<file path="src/sv/btok_pkg.sv">
package btok_pkg;

  localparam int MAX_DEPTH_DEF = 32;

  localparam int IQ_DEPTH = 4;
  localparam int IQ_AW    = $clog2(IQ_DEPTH);
  localparam int OQ_DEPTH = 4;
  localparam int OQ_AW    = $clog2(OQ_DEPTH);

  localparam logic [30:0] LEN_MAX = 31'h7FFF_FFFF;

  localparam logic [7:0] CH_D     = 8'h64;
  localparam logic [7:0] CH_L     = 8'h6C;
  localparam logic [7:0] CH_I     = 8'h69;
  localparam logic [7:0] CH_E     = 8'h65;
  localparam logic [7:0] CH_COLON = 8'h3A;
  localparam logic [7:0] CH_ZERO  = 8'h30;
  localparam logic [7:0] CH_NINE  = 8'h39;
  localparam logic [7:0] CH_SPACE = 8'h20;
  localparam logic [7:0] CH_TAB   = 8'h09;
  localparam logic [7:0] CH_CR    = 8'h0D;
  localparam logic [7:0] CH_PLUS  = 8'h2B;
  localparam logic [7:0] CH_MINUS = 8'h2D;

  typedef enum logic [2:0] {
    TK_ODICT  = 3'd0,
    TK_OLIST  = 3'd1,
    TK_CLIST  = 3'd2,
    TK_CDICT  = 3'd3,
    TK_INT    = 3'd4,
    TK_SHDR   = 3'd5,
    TK_SBYTE  = 3'd6,
    TK_FINISH = 3'd7
  } kind_t;

  typedef enum logic [2:0] {
    ST_OK        = 3'd0,
    ST_INT_OPEN  = 3'd1,
    ST_UNMATCHED = 3'd2,
    ST_BAD       = 3'd3,
    ST_OVERFLOW  = 3'd4
  } status_t;

  typedef struct packed {
    logic is_digit;
    logic is_d;
    logic is_l;
    logic is_i;
    logic is_e;
    logic is_colon;
    logic is_ws;
    logic is_plus;
    logic is_minus;
  } class_t;

  typedef struct packed {
    logic [7:0] data;
    logic       last_byte;
    class_t     cls;
  } iq_entry_t;

  typedef struct packed {
    kind_t       kind;
    logic [63:0] ival;
    logic [30:0] slen;
    logic [7:0]  data;
    logic [5:0]  depth;
    status_t     status;
    logic        last;
  } res_t;

endpackage

</file>
<file path="src/sv/btok_front.sv">
module btok_front import btok_pkg::*; (
  input  logic      clk,
  input  logic      rst,
  input  logic      in_valid,
  output logic      in_ready,
  input  logic [7:0] data_byte,
  input  logic      stream_end,
  output logic      iq_valid,
  output iq_entry_t iq_entry,
  input  logic      iq_pop
);

  iq_entry_t          ents [IQ_DEPTH];
  logic [IQ_AW-1:0]   wr_ptr;
  logic [IQ_AW-1:0]   rd_ptr;
  logic [IQ_AW:0]     count;
  iq_entry_t          new_ent;
  logic               push;

  always_comb begin
    new_ent.data           = data_byte;
    new_ent.last_byte      = stream_end;
    new_ent.cls.is_digit   = (data_byte >= CH_ZERO) && (data_byte <= CH_NINE);
    new_ent.cls.is_d       = (data_byte == CH_D);
    new_ent.cls.is_l       = (data_byte == CH_L);
    new_ent.cls.is_i       = (data_byte == CH_I);
    new_ent.cls.is_e       = (data_byte == CH_E);
    new_ent.cls.is_colon   = (data_byte == CH_COLON);
    new_ent.cls.is_ws      = (data_byte == CH_SPACE) ||
                             ((data_byte >= CH_TAB) && (data_byte <= CH_CR));
    new_ent.cls.is_plus    = (data_byte == CH_PLUS);
    new_ent.cls.is_minus   = (data_byte == CH_MINUS);
  end

  assign in_ready = (count != (IQ_AW + 1)'(IQ_DEPTH));
  assign push     = in_valid && in_ready;
  assign iq_valid = (count != '0);
  assign iq_entry = ents[rd_ptr];

  always_ff @(posedge clk) begin
    if (push) begin
      ents[wr_ptr] <= new_ent;
    end
  end

  always_ff @(posedge clk) begin
    if (rst) begin
      wr_ptr <= '0;
      rd_ptr <= '0;
      count  <= '0;
    end else begin
      if (push) wr_ptr <= wr_ptr + IQ_AW'(1);
      if (iq_pop) rd_ptr <= rd_ptr + IQ_AW'(1);
      case ({push, iq_pop})
        2'b10:   count <= count + (IQ_AW + 1)'(1);
        2'b01:   count <= count - (IQ_AW + 1)'(1);
        default: count <= count;
      endcase
    end
  end

endmodule

</file>
<file path="src/sv/btok_parse.sv">
module btok_parse import btok_pkg::*; #(
  parameter int MAX_DEPTH = MAX_DEPTH_DEF
) (
  input  logic      clk,
  input  logic      rst,
  input  logic      iq_valid,
  input  iq_entry_t iq_entry,
  output logic      iq_pop,
  input  logic      oq_room,
  output res_t      res0,
  output res_t      res1,
  output logic [1:0] res_n
);

  localparam int CNT_W = $clog2(MAX_DEPTH + 1);

  typedef enum logic [4:0] {
    M_IDLE = 5'b00001,
    M_INT  = 5'b00010,
    M_LEN  = 5'b00100,
    M_STR  = 5'b01000,
    M_DONE = 5'b10000
  } mode_t;

  typedef enum logic [1:0] {
    PH_START  = 2'd0,
    PH_DIGITS = 2'd1,
    PH_STOP   = 2'd2
  } phase_t;

  mode_t              mode, mode_next;
  phase_t             phase, phase_next;
  logic [63:0]        int_accum, int_accum_next;
  logic               int_negative, int_negative_next;
  logic [30:0]        length_accum, length_accum_next;
  logic [30:0]        bytes_left, bytes_left_next;
  logic [CNT_W-1:0]   stack_count, stack_count_next;
  // bit 0 is the innermost container: 1 list, 0 dict
  logic [MAX_DEPTH-1:0] stack, stack_next;

  res_t        r0, r1;
  logic [1:0]  n;
  logic [34:0] len_wide;
  logic [3:0]  digit;
  phase_t      ph;
  status_t     end_st;

  function automatic res_t mk_res(kind_t k, logic [CNT_W-1:0] d, status_t s);
    res_t r;
    r        = '0;
    r.kind   = k;
    r.depth  = 6'(d);
    r.status = s;
    return r;
  endfunction

  assign iq_pop = iq_valid && oq_room;
  assign digit  = iq_entry.data[3:0];
  assign len_wide = (35'(length_accum) << 3) + (35'(length_accum) << 1) + 35'(digit);

  always_comb begin
    mode_next         = mode;
    phase_next        = phase;
    int_accum_next    = int_accum;
    int_negative_next = int_negative;
    length_accum_next = length_accum;
    bytes_left_next   = bytes_left;
    stack_count_next  = stack_count;
    stack_next        = stack;
    r0                = '0;
    r1                = '0;
    n                 = 2'd0;
    ph                = phase;
    end_st            = ST_OK;

    unique case (mode)
      M_STR: begin
        r0      = mk_res(TK_SBYTE, stack_count, ST_OK);
        r0.data = iq_entry.data;
        n       = 2'd1;
        bytes_left_next = bytes_left - 31'd1;
        if (bytes_left == 31'd1) mode_next = M_IDLE;
      end
      M_LEN: begin
        if (iq_entry.cls.is_digit) begin
          length_accum_next = (len_wide > 35'(LEN_MAX)) ? LEN_MAX : len_wide[30:0];
        end else if (iq_entry.cls.is_colon) begin
          r0      = mk_res(TK_SHDR, stack_count, ST_OK);
          r0.slen = length_accum;
          n       = 2'd1;
          bytes_left_next   = length_accum;
          length_accum_next = '0;
          mode_next = (length_accum == '0) ? M_IDLE : M_STR;
        end else begin
          r0 = mk_res(TK_FINISH, stack_count, ST_BAD);
          n  = 2'd1;
          mode_next = M_DONE;
        end
      end
      M_INT: begin
        if (iq_entry.cls.is_e) begin
          r0      = mk_res(TK_INT, stack_count, ST_OK);
          r0.ival = int_negative ? (64'd0 - int_accum) : int_accum;
          n       = 2'd1;
          int_accum_next    = '0;
          phase_next        = PH_START;
          int_negative_next = 1'b0;
          mode_next         = M_IDLE;
        end else if (phase == PH_START && iq_entry.cls.is_ws) begin
          // skip leading white space
        end else if (phase == PH_START &&
                     (iq_entry.cls.is_plus || iq_entry.cls.is_minus)) begin
          int_negative_next = iq_entry.cls.is_minus;
          phase_next        = PH_DIGITS;
        end else begin
          if (phase == PH_START || phase == PH_DIGITS) begin
            ph = iq_entry.cls.is_digit ? PH_DIGITS : PH_STOP;
          end
          phase_next = ph;
          if (ph == PH_DIGITS) begin
            int_accum_next = (int_accum << 3) + (int_accum << 1) + 64'(digit);
          end
        end
      end
      M_IDLE: begin
        if (iq_entry.cls.is_d || iq_entry.cls.is_l) begin
          if (stack_count == CNT_W'(MAX_DEPTH)) begin
            r0 = mk_res(TK_FINISH, stack_count, ST_OVERFLOW);
            mode_next = M_DONE;
          end else begin
            stack_next       = (stack << 1) | MAX_DEPTH'(iq_entry.cls.is_l);
            stack_count_next = stack_count + CNT_W'(1);
            r0 = mk_res(iq_entry.cls.is_l ? TK_OLIST : TK_ODICT, stack_count_next,
                        ST_OK);
          end
          n = 2'd1;
        end else if (iq_entry.cls.is_i) begin
          int_accum_next    = '0;
          phase_next        = PH_START;
          int_negative_next = 1'b0;
          mode_next         = M_INT;
        end else if (iq_entry.cls.is_e) begin
          if (stack_count == '0) begin
            r0 = mk_res(TK_FINISH, stack_count, ST_UNMATCHED);
            n  = 2'd1;
            mode_next = M_DONE;
          end else begin
            stack_count_next = stack_count - CNT_W'(1);
            stack_next       = stack >> 1;
            if (stack[0]) begin
              r0 = mk_res(TK_CLIST, stack_count_next, ST_OK);
              n  = 2'd1;
            end else begin
              r0 = mk_res(TK_CDICT, stack_count_next, ST_OK);
              n  = 2'd1;
              // closing the root dict ends the parse
              if (stack_count_next == '0) begin
                r1 = mk_res(TK_FINISH, stack_count_next, ST_OK);
                n  = 2'd2;
                mode_next = M_DONE;
              end
            end
          end
        end else if (iq_entry.cls.is_digit) begin
          length_accum_next = 31'(digit);
          mode_next         = M_LEN;
        end else begin
          r0 = mk_res(TK_FINISH, stack_count, (stack_count == '0) ? ST_OK : ST_BAD);
          n  = 2'd1;
          mode_next = M_DONE;
        end
      end
      M_DONE: begin
      end
      default: begin
      end
    endcase

    if (iq_entry.last_byte) begin
      if (mode_next != M_DONE) begin
        if (mode_next == M_INT) begin
          end_st = ST_INT_OPEN;
        end else if (mode_next == M_LEN || mode_next == M_STR) begin
          end_st = ST_BAD;
        end else begin
          end_st = (stack_count_next == '0) ? ST_OK : ST_BAD;
        end
        if (n == 2'd0) begin
          r0 = mk_res(TK_FINISH, stack_count_next, end_st);
          n  = 2'd1;
        end else begin
          r1 = mk_res(TK_FINISH, stack_count_next, end_st);
          n  = 2'd2;
        end
      end
      // return to the start state for the next stream
      mode_next         = M_IDLE;
      phase_next        = PH_START;
      int_accum_next    = '0;
      int_negative_next = 1'b0;
      length_accum_next = '0;
      bytes_left_next   = '0;
      stack_count_next  = '0;
    end

    if (n == 2'd1) r0.last = 1'b1;
    if (n == 2'd2) r1.last = 1'b1;
  end

  assign res0  = r0;
  assign res1  = r1;
  assign res_n = iq_pop ? n : 2'd0;

  always_ff @(posedge clk) begin
    if (iq_pop) stack <= stack_next;
  end

  always_ff @(posedge clk) begin
    if (rst) begin
      mode         <= M_IDLE;
      phase        <= PH_START;
      int_accum    <= '0;
      int_negative <= 1'b0;
      length_accum <= '0;
      bytes_left   <= '0;
      stack_count  <= '0;
    end else if (iq_pop) begin
      mode         <= mode_next;
      phase        <= phase_next;
      int_accum    <= int_accum_next;
      int_negative <= int_negative_next;
      length_accum <= length_accum_next;
      bytes_left   <= bytes_left_next;
      stack_count  <= stack_count_next;
    end
  end

endmodule

</file>
<file path="src/sv/btok_outq.sv">
module btok_outq import btok_pkg::*; (
  input  logic        clk,
  input  logic        rst,
  input  res_t        res0,
  input  res_t        res1,
  input  logic [1:0]  res_n,
  output logic        oq_room,
  output logic        out_valid,
  input  logic        out_ready,
  output res_t        out_res
);

  res_t              q [OQ_DEPTH];
  logic [OQ_AW-1:0]  wr_ptr;
  logic [OQ_AW-1:0]  wr_ptr1;
  logic [OQ_AW-1:0]  rd_ptr;
  logic [OQ_AW:0]    count;
  logic              pop;

  assign wr_ptr1   = wr_ptr + OQ_AW'(1);
  assign out_valid = (count != '0);
  assign out_res   = q[rd_ptr];
  assign pop       = out_valid && out_ready;
  // room for the largest burst of one input byte
  assign oq_room   = (count <= (OQ_AW + 1)'(OQ_DEPTH - 2));

  always_ff @(posedge clk) begin
    if (res_n != 2'd0) q[wr_ptr] <= res0;
    if (res_n == 2'd2) q[wr_ptr1] <= res1;
  end

  always_ff @(posedge clk) begin
    if (rst) begin
      wr_ptr <= '0;
      rd_ptr <= '0;
      count  <= '0;
    end else begin
      wr_ptr <= wr_ptr + OQ_AW'(res_n);
      if (pop) rd_ptr <= rd_ptr + OQ_AW'(1);
      count <= count + (OQ_AW + 1)'(res_n) - (OQ_AW + 1)'(pop);
    end
  end

endmodule

</file>
<file path="src/sv/bencode_stream_tokenizer_core.sv">
// Path: a byte accepted into the input queue is parsed from the queue head, and its
// tokens are written into the result queue; the parser holds while that queue lacks room.
// Throughput: one byte per cycle while the result queue has room; a byte that makes two
// tokens (root dict close, or token plus stream-end finish) writes both; they leave singly.
// Reset: synchronous, active high; empties both queues and returns the parser to idle
// with an empty container stack. Stack entries themselves are not cleared.
module bencode_stream_tokenizer_core import btok_pkg::*; #(
  parameter int MAX_DEPTH = MAX_DEPTH_DEF
) (
  input  logic               clk,
  input  logic               rst,
  input  logic               in_valid,
  output logic               in_ready,
  input  logic [7:0]         data_byte,
  input  logic               stream_end,
  output logic               out_valid,
  input  logic               out_ready,
  output logic [2:0]         token_kind,
  output logic signed [63:0] int_value,
  output logic [30:0]        string_length,
  output logic [7:0]         out_byte,
  output logic [5:0]         nest_depth,
  output logic [2:0]         status,
  output logic               last_result
);

  logic       iq_valid;
  iq_entry_t  iq_entry;
  logic       iq_pop;
  logic       oq_room;
  res_t       res0, res1, out_res;
  logic [1:0] res_n;

  btok_front u_front (
    .clk        (clk),
    .rst        (rst),
    .in_valid   (in_valid),
    .in_ready   (in_ready),
    .data_byte  (data_byte),
    .stream_end (stream_end),
    .iq_valid   (iq_valid),
    .iq_entry   (iq_entry),
    .iq_pop     (iq_pop)
  );

  btok_parse #(
    .MAX_DEPTH (MAX_DEPTH)
  ) u_parse (
    .clk      (clk),
    .rst      (rst),
    .iq_valid (iq_valid),
    .iq_entry (iq_entry),
    .iq_pop   (iq_pop),
    .oq_room  (oq_room),
    .res0     (res0),
    .res1     (res1),
    .res_n    (res_n)
  );

  btok_outq u_outq (
    .clk       (clk),
    .rst       (rst),
    .res0      (res0),
    .res1      (res1),
    .res_n     (res_n),
    .oq_room   (oq_room),
    .out_valid (out_valid),
    .out_ready (out_ready),
    .out_res   (out_res)
  );

  assign token_kind    = out_res.kind;
  assign int_value     = $signed(out_res.ival);
  assign string_length = out_res.slen;
  assign out_byte      = out_res.data;
  assign nest_depth    = out_res.depth;
  assign status        = out_res.status;
  assign last_result   = out_res.last;

endmodule

</file>
<file path="config.mk">
export PLATFORM = sky130hd
export DESIGN_NAME = bencode_stream_tokenizer_core
export DESIGN_NICKNAME = d
export VERILOG_FILES = /design/src/sv/btok_pkg.sv /design/src/sv/btok_front.sv /design/src/sv/btok_parse.sv /design/src/sv/btok_outq.sv /design/src/sv/bencode_stream_tokenizer_core.sv
export SDC_FILE = /design/constraint.sdc
export NUM_CORES = 2
export LEC_CHECK = 0
export BUFFER_PORTS_ARGS = -buffer_cell sky130_fd_sc_hd__buf_2
export CAP_MARGIN = 20
export CORE_MARGIN = 3
export CORE_UTILIZATION = 30
export DETAILED_ROUTE_END_ITERATION = 10
export RECOVER_POWER = 50
export SLEW_MARGIN = 20
export SYNTH_ARGS = -nofsm -noshare
export SYNTH_HDL_FRONTEND = slang
export SYNTH_SLANG_ARGS = --single-unit
export TNS_END_PERCENT = 5
</file>
<file path="constraint.sdc">
create_clock -name clk -period 4.8 [get_ports clk]
set_input_delay 0.48 -clock clk [delete_from_list [all_inputs] [get_ports clk]]
set_output_delay 0.48 -clock clk [all_outputs]
set_load 0.01 [all_outputs]
</file>
Yosys cells after proc, flatten, opt, wreduce, memory -nomap -nowiden
Memory sizes are Yosys's and may differ from the RTL's. A register that Yosys moved wholly into a read port is not among the register bits.
Index checks and enable logic that the tools add are counted.
- register bits after elaboration: 186
- latch bits: 0
- RAM bits: 536
- bits in read-only memories: 0
- bits of input ports: 13
- logic and storage cells: 237
- memories kept: 2
- add/subtract/negate cells: 17
- multiply operators: 0
- div/mod/pow operators: 0
- order comparisons: 6
- equal/unequal tests: 41
- shifts and indexed selects: 0
- muxes and demuxes: 124
- bitwise operators: 1
- reduce and logical (&&, ||, !) cells: 32
- memory list (memory ; words ; bits a word ; rd ports ; clocked after memory_dff ; wr ports ; line ; text):
    u_outq.q ; 4 ; 116 ; 1 ; 1 ; 2 ; btok_outq.sv:13 ; res_t q [OQ_DEPTH];
    u_front.ents ; 4 ; 18 ; 1 ; 1 ; 1 ; btok_front.sv:13 ; iq_entry_t ents [IQ_DEPTH];
- operator list (kind ; number):
    two-way mux 116 bit ; 21
    two-way mux 64 bit ; 8
    one-hot mux 116 bit (4 select lines) ; 1
    two-way mux 31 bit ; 11
    two-way mux 32 bit ; 5
    one-hot mux 64 bit (2 select lines) ; 1
    one-hot mux 31 bit (2 select lines) ; 2
    two-way mux 115 bit ; 1
    two-way mux 114 bit ; 1
    two-way mux 5 bit ; 13
    adder 64 x 4 -> 64 bit ; 1
    adder 64 bit ; 1
    subtractor 1 x 64 -> 64 bit, first input constant ; 1
    two-way mux 2 bit ; 28
    two-way mux 6 bit ; 7
    adder 34 x 32 -> 35 bit ; 1
    adder 35 x 4 -> 35 bit ; 1
    > comparator 35 x 31 -> 1 bit, second input constant ; 1
    equality test 8 x 6 -> 1 bit, second input constant ; 4
    equality test 8 x 7 -> 1 bit, second input constant ; 4
    OR 32 x 1 -> 32 bit ; 1
    equality test 31 x 1 -> 1 bit, second input constant ; 1
    zero test 31 bit ; 1
    subtractor 31 x 1 -> 31 bit, second input constant ; 1
    other kinds (45) ; 104

Longest topological paths before layout
- depth after elaboration: 17
- gate-level depth with buffers: 19
- gate-level depth less buffers: 17

Modules after synthesis
From an unflattened synthesis, not the netlist that was laid out.
- cells, all modules: 3647
- area total of the unflattened synthesis: 43734.4 µm²
- by module, submodules not included (module ; instances ; cells each ; area each (µm²) ; sequential area each (µm²)):
    btok_outq ; 1 ; 1173 ; 23092.1 ; 14113.5
    btok_parse ; 1 ; 2305 ; 17391.7 ; 3763.6
    btok_front ; 1 ; 169 ; 3250.6 ; 2342.2

Worst setup path after synthesis
OpenSTA, ideal clock, no wires.
- path type: reg2reg
- from: register (tool-made name)
- to: register u_parse.length_accum[12]
- data arrival time: 4.905 ns
- data required time: 4.678 ns
- setup slack: -0.227 ns
- stages on the path, launching flop included: 19
- buffers on the path: 4
- path through: dfxtp_1 -> buf_4 -> buf_1 -> mux4_2 -> inv_1 -> fa_1 -> fa_1 -> nor2b_1 -> o31ai_1 -> a211oi_1 -> o21ai_0 -> o21ai_0 -> a211oi_1 -> mux2i_1 -> o2111ai_1 -> and2_1 -> clkbuf_1 -> buf_1 -> a221o_1
- RTL lines (element ; line ; text):
    to (signal assigned) ; btok_parse.sv:232 ; length_accum <= length_accum_next;
    to (decl) ; btok_parse.sv:35 ; logic [30:0] length_accum, length_accum_next;

==> results.md <==
* Status: finished with violations
* Failing checks: max-capacitance violations, max-slew violations
* Buffers & Inverters on Critical Path at 3
* Finished Layout Cells at 5520
* Post-Place Setup Slack at 0.147 ns
* Core Area at 123000 um^2
* Global-route wire length before repair at 172000 um
* PD cells at 446 nW/um^2
* Global route overflow at 0
* Max frequency at 220 MHz
* RSZ-0062 raised after global routing: yes
* FF+latch count, synth at 726
* Initial antenna violation count at 2
* N_diodes at 0
* Pins Over Slew Limit at 46
* ANT nets after route at 0
* R2R setup slack at 0.25 ns
* Cells after DPL at 5374
* Setup violations, final at 0
* Worst r2r src: u_parse.bytes_left[26]
* Std-Cell Rows at 128
* Sequential area share after synthesis at 43.0%
* FFs w/ async S/R, synth at 0%
* Via count at 30100
* CTS tree: yes
* Critical Path Start Type: register
* Post-CTS Hold Fix Bufs at 0
* Pre-Repair DR Iteration Count at 6
* Leakage power at 16.2 nW
* Layout cells sized above 1 at 10.4%
* Slowest stage delay, CP at 0.58 ns
* Post-Synthesis Cells at 3796
* Nets at 4047
* H-tree levels at 3
* Final core occ at 34.5%
* Reg power frac at 37.4%
* WP data required at 5.38 ns
* Area Overhead vs Synth at 13.3%
* Clock Sinks at 726
* PortBufs at 130
* Setup slack after layout at 0.254 ns
* Mean number of vias per cell at 5.45
* CP Depth at 12
* Clock slew at reported path FFs at 0.06 ns
* Crit end category: register
* Routed len/inst at 19.9 um
* Initial Utilization at 30.5%
* Top delay family on crit path: compound AO/OA/AOI/OAI gates
* Pin count of the biggest net entering global routing at 106
* Worst Path Max Fanout at 69
* Worst-margin pin slew at 1.74 ns
* Setup TNS at 0 ns
* Critical path startpoint: u_parse.bytes_left[26]
* Worst EP arrival at 5.13 ns
* Die height at 359 um
* Slew headroom at -16.0%
* Routability cong. at 0.911
* Most used cell along the critical path: buf_4
* Total CTS buffers at 81
* Synth Warn # at 0
* Area of the die at 129000 um^2
* Clock group share of total power at 33.2%
* Synth Flop Type: dfxtp_1
* Fin. Hold Viols at 0
* DP Area at 39900 um^2
* DRC at 0
* Worst Setup EP: u_outq.q[3][66]
* Number of enable flip-flop cells after synthesis at 152
* Post-Syn Nets at 4011
* Routed Wire Length at 110000 um
* Syn Std Cell Area at 37400 um^2
* Final Instance Area at 42300 um^2
* Synth unique cells at 85
* Comb power frac at 29.4%
* Clock skew at 0.0330 ns
* Number of global-route vias before repair at 29200
* DP HPWL at 72700 um
* Fin crit share at 94.7%
* Slowest CP cell: or4_4
* I/O pins at 131
* Max-cap violations at 2
* Switching share of power at 36.6%
* Kind of critical path: register to register
* Hold Path Cell Cnt at 1
* CTS max path bufs at 3
* FF-to-FF path depth at 12
* Clock Tree Root: clkbuf_16
* Mean Syn Cell Area at 9.84 um^2
* Crit path cell chain: or4_4 > nor4b_1 > nand4_1 > a21o_1 > o32a_1 > o41ai_4 > buf_4 > o22ai_4 > buf_4 > a31oi_4 > buf_6 > a22o_1
* Iteration-0 DRC Markers at 2553
* Die W at 359 um
* Hold Crit Class: input pin to register
* GRT Util Overall at 16.4%
* Int Pwr at 0.0120 W
* Final Critical Period at 4.55 ns
* Net switching power at 0.00692 W
* VDD IR max at 508 uV
* FF-to-FF End: u_outq.q[3][66]
* Clock Latency Late Sink at 0.65 ns
==> registers in the layout, indices dropped and copies added, names as in the netlist, 5 cells and up, named ones only <==
name                  count
u_parse.length_accum     31
u_parse.int_accum        64
u_parse.bytes_left       31
u_outq.q                464
u_parse.mode              5
u_parse.stack            32
u_front.ents             72
u_parse.stack_count       6
==> synth_stat cells (all sizes together), types with 31 or more instances <==
| cell type | n | area [um^2] |
|---|---|---|
| inv | 60 | 225 |
| xor2 | 96 | 841 |
| edfxtp | 152 | 4560 |
| nand2 | 494 | 1860 |
| o31ai | 38 | 285 |
| nor3 | 56 | 285 |
| mux4 | 133 | 3000 |
| a21o | 63 | 473 |
| xnor2 | 67 | 587 |
| o22ai | 37 | 245 |
| o2bb2ai | 120 | 1050 |
| ha | 196 | 2450 |
| or3 | 31 | 194 |
| nand3 | 75 | 375 |
| a22oi | 52 | 390 |
| buf | 84 | 418 |
| dfxtp | 574 | 11500 |
| a22o | 196 | 1720 |
| o21ai | 191 | 956 |
| clkbuf | 181 | 679 |
| nor2 | 268 | 1010 |
| a21oi | 247 | 1240 |
==> kinds of logic (layout without fill, tap and decap cells) <==
group	after synthesis	count (layout)	share of synthesized area, %
AO/OA/AOI/OAI	1117	1117	21.1
XOR/XNOR	163	163	3.82
adder cells (fa/ha/maj)	202	202	6.88
buffers and inverters	325	424	3.54
flip-flops	726	726	43.0
multiplexers	141	141	8.23
AND/OR/NAND/NOR	1122	1122	13.5
==> routing by layer <==
layer | part of all wire [%] | global-route usage [%] | vias to the layer above
met4 | 2.4 | 5.01 | 4
met1 | 46 | 22.9 | 14800
li1 | - | - | 14300
met5 | 0.019 | 0 | -
met3 | 6.1 | 2.52 | 160
met2 | 46 | 26.0 | 913
==> power by group through the flow <==
stage / clock (W) / sequential, W / combinational, W
after global routing: 0.00663 / 0.00713 / 0.00602
after detailed placement: 0 / 0.00721 / 0.00562
after floorplan: 0 / 0.00703 / 0.00371
final: 0.00627 / 0.00707 / 0.00555
after global placement: 0 / 0.00719 / 0.00558
after CTS: 0.00639 / 0.00708 / 0.00563
==> metrics by stage <==
stage	power [W]	hold WS, ns
after floorplan	0.0107	0.427
after CTS	0.0191	0.0230
after detailed placement	0.0128	0.442
after global placement	0.0128	0.439
after global routing	0.0198	0.111
final	0.0189	0.0958
==> how the worst min path moves through the flow <==
stage | start | to | slack (ns)
final | stream_end | u_front.ents[0][9] | 0.1
after global routing | stream_end | u_front.ents[0][9] | 0.11
after CTS | stream_end | u_front.ents[0][9] | 0.02
after detailed placement | u_outq.q[2][44] | u_outq.q[2][44] | 0.44
after global placement | u_outq.q[0][91] | u_outq.q[0][91] | 0.44
after floorplan | u_outq.q[2][10] | u_outq.q[2][10] | 0.43
==> final cells by class <==
| cell class | count | area [um^2] |
|---|---|---|
| Fill cell | 12600 | 80300 |
| Multi-Input combinational cell | 2745 | 20100 |
| Sequential cell | 726 | 16100 |
| Clock buffer | 115 | 2350 |
| Tap cell | 1625 | 2030 |
| Timing Repair Buffer | 218 | 1280 |
| Clock inverter | 31 | 319 |
| Inverter | 60 | 225 |
==> worst register-to-register path, stage by stage, from the launching register on <==
cell     delay (ns)
dfxtp_1        0.36
or4_4          0.58
nor4b_1        0.40
nand4_1        0.34
a21o_1         0.30
o32a_1         0.38
o41ai_4        0.42
buf_4          0.24
o22ai_4        0.10
buf_4          0.19
a31oi_4        0.24
buf_6          0.58
a22o_1         0.37
==> layout by cell type (no fill, tap or decap), types with 17 or more instances in the layout <==
cell	instances
a221o_1	27
nand4_1	22
o22ai_1	36
nand2b_1	27
inv_1	60
xnor2_1	67
dfxtp_1	571
nor2_1	265
mux4_2	133
a21oi_1	244
a21o_1	63
nand3_1	74
xor2_1	96
o21ai_0	186
edfxtp_1	152
nand2_1	490
o2bb2ai_1	120
or3_1	31
o31ai_1	37
and3_1	17
clkbuf_1	143
nor3_1	55
nor2b_1	20
clkbuf_8	17
buf_4	69
a22oi_1	52
o21a_1	18
clkbuf_16	82
nor4_1	28
a22o_1	196
ha_1	196
==> timing repair <==
action | 4_1_cts | 5_1_grt
gates resized for setup | 0 | 8
setup buffers | 0 | 0
endpoints found under the setup margin | 0 | 108
Note: power is estimated with default switching activity, not from simulation.
